===== src/sv/qvr_pkg.sv =====
`timescale 1ns / 1ps
// Shared types and constants for the quaternion vector rotation unit.
// No dependencies; every other file refers to it by scoped names.
package qvr_pkg;

    localparam int CompW     = 16;
    localparam int ProdW     = 2 * CompW;
    localparam int TW        = ProdW + 1;
    localparam int Prod2W    = CompW + TW;
    localparam int AccW      = Prod2W + 3;
    localparam int FracShift = 28;
    localparam int RndW      = AccW - FracShift;
    localparam int CfgIdxW   = 8;

    localparam logic signed [AccW-1:0] RoundHalf = AccW'(1) <<< (FracShift - 1);
    localparam logic signed [RndW-1:0] SatHi =
        {{(RndW - CompW + 1){1'b0}}, {(CompW - 1){1'b1}}};
    localparam logic signed [RndW-1:0] SatLo =
        {{(RndW - CompW + 1){1'b1}}, {(CompW - 1){1'b0}}};

    localparam logic [CfgIdxW-1:0] CfgRotS = CfgIdxW'(0);
    localparam logic [CfgIdxW-1:0] CfgRotX = CfgIdxW'(1);
    localparam logic [CfgIdxW-1:0] CfgRotY = CfgIdxW'(2);
    localparam logic [CfgIdxW-1:0] CfgRotZ = CfgIdxW'(3);

    typedef logic signed [CompW-1:0]  comp_t;
    typedef logic signed [TW-1:0]     tsum_t;
    typedef logic signed [AccW-1:0]   acc_t;

    localparam comp_t RotSReset = comp_t'(16384);
    localparam comp_t RotVReset = comp_t'(0);

    typedef struct packed {
        comp_t s;
        comp_t x;
        comp_t y;
        comp_t z;
    } quat_t;

    typedef struct packed {
        comp_t x;
        comp_t y;
        comp_t z;
    } vec3_t;

    typedef struct packed {
        tsum_t ts;
        tsum_t tx;
        tsum_t ty;
        tsum_t tz;
    } tvec_t;

    typedef struct packed {
        acc_t rx;
        acc_t ry;
        acc_t rz;
    } racc_t;

    typedef struct packed {
        comp_t out_x;
        comp_t out_y;
        comp_t out_z;
        logic  clipped;
    } res_t;

    typedef struct packed {
        logic ld_prod;
        logic ld_sum;
    } stage_ctl_t;

endpackage


===== src/sv/qvr_sat.sv =====
`timescale 1ns / 1ps
// Output stage: drop the fraction bits, saturate to 16 bits, flag clipping.
// Depends on qvr_pkg.
module qvr_sat (
    input  logic           clk,
    input  logic           rst_n,
    input  logic           ld,
    input  logic           res_valid,
    input  qvr_pkg::racc_t acc,
    output qvr_pkg::res_t  res
);

    logic signed [qvr_pkg::RndW-1:0] rnd_x, rnd_y, rnd_z;
    logic                            hi_x, lo_x, hi_y, lo_y, hi_z, lo_z;
    qvr_pkg::res_t                   res_reg;
    qvr_pkg::res_t                   res_next;

    function automatic qvr_pkg::comp_t clamp(input logic signed [qvr_pkg::RndW-1:0] r,
                                             input logic hi, input logic lo);
        qvr_pkg::comp_t c;
        priority if (hi)
            c = qvr_pkg::SatHi[qvr_pkg::CompW-1:0];
        else if (lo)
            c = qvr_pkg::SatLo[qvr_pkg::CompW-1:0];
        else
            c = r[qvr_pkg::CompW-1:0];
        return c;
    endfunction

    always_comb
    begin
        rnd_x = qvr_pkg::RndW'(acc.rx >>> qvr_pkg::FracShift);
        rnd_y = qvr_pkg::RndW'(acc.ry >>> qvr_pkg::FracShift);
        rnd_z = qvr_pkg::RndW'(acc.rz >>> qvr_pkg::FracShift);
        hi_x  = rnd_x > qvr_pkg::SatHi;
        lo_x  = rnd_x < qvr_pkg::SatLo;
        hi_y  = rnd_y > qvr_pkg::SatHi;
        lo_y  = rnd_y < qvr_pkg::SatLo;
        hi_z  = rnd_z > qvr_pkg::SatHi;
        lo_z  = rnd_z < qvr_pkg::SatLo;
        res_next.out_x   = clamp(rnd_x, hi_x, lo_x);
        res_next.out_y   = clamp(rnd_y, hi_y, lo_y);
        res_next.out_z   = clamp(rnd_z, hi_z, lo_z);
        res_next.clipped = hi_x | lo_x | hi_y | lo_y | hi_z | lo_z;
    end

    always_ff @(posedge clk)
    begin
        if (ld)
        begin
            res_reg <= res_next;
        end
    end

    assign res = res_reg;

    a_clip_at_limit: assert property (@(posedge clk) disable iff (!rst_n)
        (res_valid && res_reg.clipped) |->
            (res_reg.out_x == qvr_pkg::SatHi[qvr_pkg::CompW-1:0] ||
             res_reg.out_x == qvr_pkg::SatLo[qvr_pkg::CompW-1:0] ||
             res_reg.out_y == qvr_pkg::SatHi[qvr_pkg::CompW-1:0] ||
             res_reg.out_y == qvr_pkg::SatLo[qvr_pkg::CompW-1:0] ||
             res_reg.out_z == qvr_pkg::SatHi[qvr_pkg::CompW-1:0] ||
             res_reg.out_z == qvr_pkg::SatLo[qvr_pkg::CompW-1:0]))
        else $error("clipped set with no component at a limit");

    a_in_range_kept: assert property (@(posedge clk) disable iff (!rst_n)
        (ld && !res_next.clipped) |=> (res_reg.out_x == $past(rnd_x[qvr_pkg::CompW-1:0])))
        else $error("unclipped x component altered");

endmodule


===== config.mk =====
export PLATFORM = sky130hd
export DESIGN_NAME = qvr_sat
export DESIGN_NICKNAME = d
export VERILOG_FILES = /design/src/sv/qvr_pkg.sv /design/src/sv/qvr_sat.sv
export SDC_FILE = /design/constraint.sdc
export NUM_CORES = 1
export LEC_CHECK = 0
export ABC_AREA = 0
export BUFFER_PORTS_ARGS = -buffer_cell sky130_fd_sc_hd__buf_2
export CORE_AREA = 10 10 87 89
export CTS_BUF_LIST = sky130_fd_sc_hd__clkbuf_8
export DETAILED_ROUTE_END_ITERATION = 10
export DIE_AREA = 0 0 97 99
export PLACE_DENSITY = 0.92
export RECOVER_POWER = 50
export SLEW_MARGIN = 0
export SYNTH_ARGS = -nofsm -noshare
export SYNTH_HDL_FRONTEND = slang
export SYNTH_SLANG_ARGS = --single-unit

===== constraint.sdc =====
create_clock -name clk -period 1.18 [get_ports clk]
set_clock_uncertainty 0.05 [all_clocks]
set_input_delay 0.059 -clock clk [delete_from_list [all_inputs] [get_ports clk]]
set_output_delay 0.059 -clock clk [all_outputs]
set_load 0.02 [all_outputs]

# Yosys cells after proc, flatten, opt, wreduce, memory -nomap -nowiden
# Index checks and enable logic that the tools add are counted.
[word_totals]
reg_bits = 49
in_bits = 160
out_inout_bits = 49
word_cells = 18
[op_classes]
n_lt_le_gt_ge = 6
muxes = 3
n_bitwise = 5
[ops]
columns = ["operator", "count"]
rows = [
  ["$gt 24x16->1 const B", 3],
  ["$lt 24x16->1 const B", 3],
  ["$mux 16", 3],
  ["$or 1x1->1", 5],
]

# Depth between registers and ports, before layout
[logic_depth]
word_depth = 6
ltp_mapped = 5
ltp_nobuf = 4

# Least setup slack after synthesis
# OpenSTA, ideal clock, no wires.
[synth_path]
path_kind = "input-to-reg"
startpoint = "input port acc[102] (netlist bit)"
endpoint = "register res_reg, in the netlist res[22] (data pin)"
setup_ns = 0.254
t_arrival_ns = 0.771
required_time_ns = 0.876
setup_slack_ns = 0.105
path_stages = 4
n_path_buf = 1
cell_sequence = "nor4_2 a21oi_2 buf_6 o21a_1"
[synth_via]
elab_chain_cells = 2
elab_cells_between_ends = 3
classes_between = "order compare (2); mux (1)"
[synth_rtl]
columns = ["element", "line", "rtl"]
rows = [
  ["start, declared", "qvr_sat.sv:9", "input qvr_pkg::racc_t acc,"],
  ["$lt 24x16->1", "qvr_sat.sv:38", "lo_y = rnd_y < qvr_pkg::SatLo;"],
  ["$mux 16", "qvr_sat.sv:23", "else if (lo)"],
  ["end signal, assigned", "qvr_sat.sv:51", "res_reg <= res_next;"],
  ["end, declared", "qvr_sat.sv:15", "qvr_pkg::res_t res_reg;"],
]
# Parallel ways exist; a longest one is shown, timed or not.
# A chain may end at the register's enable or synchronous reset.

# Worst setup path after layout
[layout_path]
startpoint = "input port acc[51] (netlist bit)"
endpoint = "register res_reg, in the netlist res[7] (data pin)"
[layout_via]
elab_chain_cells = 2
elab_cells_between_ends = 3
classes_between = "order compare (2); mux (1)"
[layout_rtl]
columns = ["element", "line", "rtl"]
rows = [
  ["$lt 24x16->1", "qvr_sat.sv:40", "lo_z = rnd_z < qvr_pkg::SatLo;"],
  ["$mux 16", "qvr_sat.sv:23", ""],
]
# Parallel ways exist; a longest one is shown, timed or not.

==> flow_metrics.env <==
export IMPL_vias_per_cell=4.61
export IMPL_slew_headroom_pct=52.3
export IMPL_layout_commonest_cell="buf_2"
export IMPL_syn_avg_cell_area_um2=14.8
export IMPL_cts_sinks=49
export IMPL_root_buffer="clkbuf_8"
export IMPL_dpl_instance_area_mm2=0.00279
export IMPL_grt_overflow=0
export IMPL_cp_start_kind="input pin"
export IMPL_p_int_uw=2820
export IMPL_grt_pass1_wl_mm=9.49
export IMPL_synth_distinct_cells=14
export IMPL_antenna_found_initial=1
export IMPL_clock_tree_buffer_depth=2
export IMPL_post_route_min_period_ps=1150
export IMPL_p_clk_share_pct=24.9
export IMPL_yosysSeqAreaShare_pct=71.5
export IMPL_status="finished, violations left"
export IMPL_die_area_mm2=0.00960
export IMPL_syn_area_mm2=0.00206
export IMPL_first_global_vias=1933
export IMPL_switchingPower_uw=1040
export IMPL_dr_total_vias=1723
export IMPL_tightest_slew_ps=715
export IMPL_largest_reg_flops=49
export IMPL_numCtsBuffers=5
export IMPL_postSynthCellCount=139
export IMPL_end_kind="register"
export IMPL_ys_ff_latch=49
export IMPL_fp_dieH_um=99
export IMPL_p_leak_uw=0.00133
export IMPL_first_pass_iters=4
export IMPL_path_max_fanout=15
export IMPL_die_w_um=97
export IMPL_syn_nets=299
export IMPL_drv_cap=0
export IMPL_n_fill_cell=519
export IMPL_grt_max_degree=50
export IMPL_peakVddDrop_mv=0.535
export IMPL_pwr_share_comb_pct=20.1
export IMPL_fin_area_mm2=0.00315
export IMPL_start_util_pct=35.2
export IMPL_drtIter0Drc=60
export IMPL_avgRoutedWirePerCell_um=16.8
export IMPL_rows=28
export IMPL_finalSetupViolations=0
export IMPL_htreeDepth=2
export IMPL_core_area_mm2=0.00585
export IMPL_hold_violations=1
export IMPL_cts_tree="yes"
export IMPL_max_freq_mhz=873
export IMPL_timing_final_crit_share_pct=97.0
export IMPL_antenna_left=0
export IMPL_path_clk_slew_ps=90
export IMPL_hpwlAfterDp_mm=4.66
export IMPL_drc=0
export IMPL_worstPathArrival_ps=1150
export IMPL_num_nets_final=458
export IMPL_io_pins=209
export IMPL_power_density_mw_per_mm2=1220
export IMPL_post_cts_buffers=0
export IMPL_hold_slack_ps=-1.58
export IMPL_gp_congestion=0.779
export IMPL_final_cell_mix="buf_2 (101), edfxtp_1 (49), nor2_1 (31), dlygate4sd3_1 (31), clkbuf_1 (21)"
export IMPL_drive_gt1_share_pct=41.8
export IMPL_routed_wl_mm=6.28
export IMPL_seqPwrFrac_pct=55.0
export IMPL_n_antenna_cell=0
export IMPL_switching_share_pct=26.9
export IMPL_slew_violations=0
export IMPL_worstPathRequired_ps=1190
export IMPL_hold_class="input pin to register"
export IMPL_port_buffer_count=122
export IMPL_worstSetupPathType="input pin to register"
export IMPL_areaGrowthSynthToFinish_pct=53.3
export IMPL_grt_usage_pct=12.1
export IMPL_yosys_warnings=0
export IMPL_rsz0062_at_grt="false"
export IMPL_failed_checks="hold timing"
## cell type report
| cell class | count | area (um^2) | area share [%] |
|---|---|---|---|
| sequential | 49 | 1470 | 46.6 |
| timing repair buffer | 161 | 983 | 31.2 |
| multi-input combinational | 81 | 518 | 16.4 |
| tap | 75 | 93.8 | 2.98 |
| clock buffer | 5 | 68.8 | 2.18 |
| clock inverter | 3 | 18.8 | 0.595 |
## critical path, cell delays in order
cell	delay (ps)
dlygate4sd3_1	540
buf_2	150
o21a_1	170
buf_6	170
nor2_1	60
## kinds of logic after synthesis
logic type,share of synthesized area [%]
compound gates,13.4
buf+inv,3.16
flops,71.5
simple gates,11.9
## through the flow
stage / cells / TNS (ps) / worst slack (ps) / utilization, % / total power, uW
final: 374 / 0 / 34.9 / 53.9 / 3850
after global routing: 374 / 0 / 2.34 / 53.9 / 4020
after CTS: 372 / 0 / 24.3 / 54.2 / 3910
after detailed placement: 335 / -4420 / -152 / 47.8 / 2880
after global placement: 335 / -2280 / -98.9 / 47.8 / 2850
after floorplan: 139 / 0 / 105 / - / 2500
## routing by layer
| layer | global-route usage [%] | up-vias | share of wire, % |
|---|---|---|---|
| li1 | - | 839 | - |
| met1 | 12.8 | 798 | 40 |
| met2 | 21.3 | 80 | 50 |
| met3 | 4.75 | 6 | 8.8 |
| met4 | 4.20 | 0 | 1.4 |
| met5 | 0 | - | 0 |
## synthesized netlist by cell type
cell / count / share of area, %
nand4b_1: 1 / 0.43
nor2_1: 31 / 5.7
edfxtp_1: 49 / 72
nor4_2: 6 / 3.6
buf_4: 2 / 0.73
o21a_1: 16 / 5.8
o21ai_2: 2 / 0.85
a21o_1: 15 / 5.5
nand4_1: 6 / 1.8
nor2b_1: 1 / 0.30
buf_6: 3 / 1.6
buf_2: 1 / 0.24
clkbuf_1: 3 / 0.55
a21oi_2: 3 / 1.3
## power by group through the flow
stage | Sequential, uW | Clock [uW] | Combinational (uW)
2_1_floorplan | 2360 | 0 | 148
3_3_place_gp | 2150 | 0 | 707
3_5_place_dp | 2150 | 0 | 722
4_1_cts | 2120 | 994 | 799
5_1_grt | 2130 | 1050 | 831
6_report | 2120 | 961 | 774
## repair_timing
action,in CTS,in global routing
resized for setup,0,2
hold buffers,29,2
endpoints found under the hold margin,29,2
endpoints found under the setup margin,0,9
## worst paths after layout
kind              cells past startpoint  endpoint  startpoint  slack (ps)
hold / removal                        2   res[30]     acc[93]          -2
setup / recovery                      5    res[7]     acc[51]          30
No activity file was read; power rests on OpenSTA's default activity.
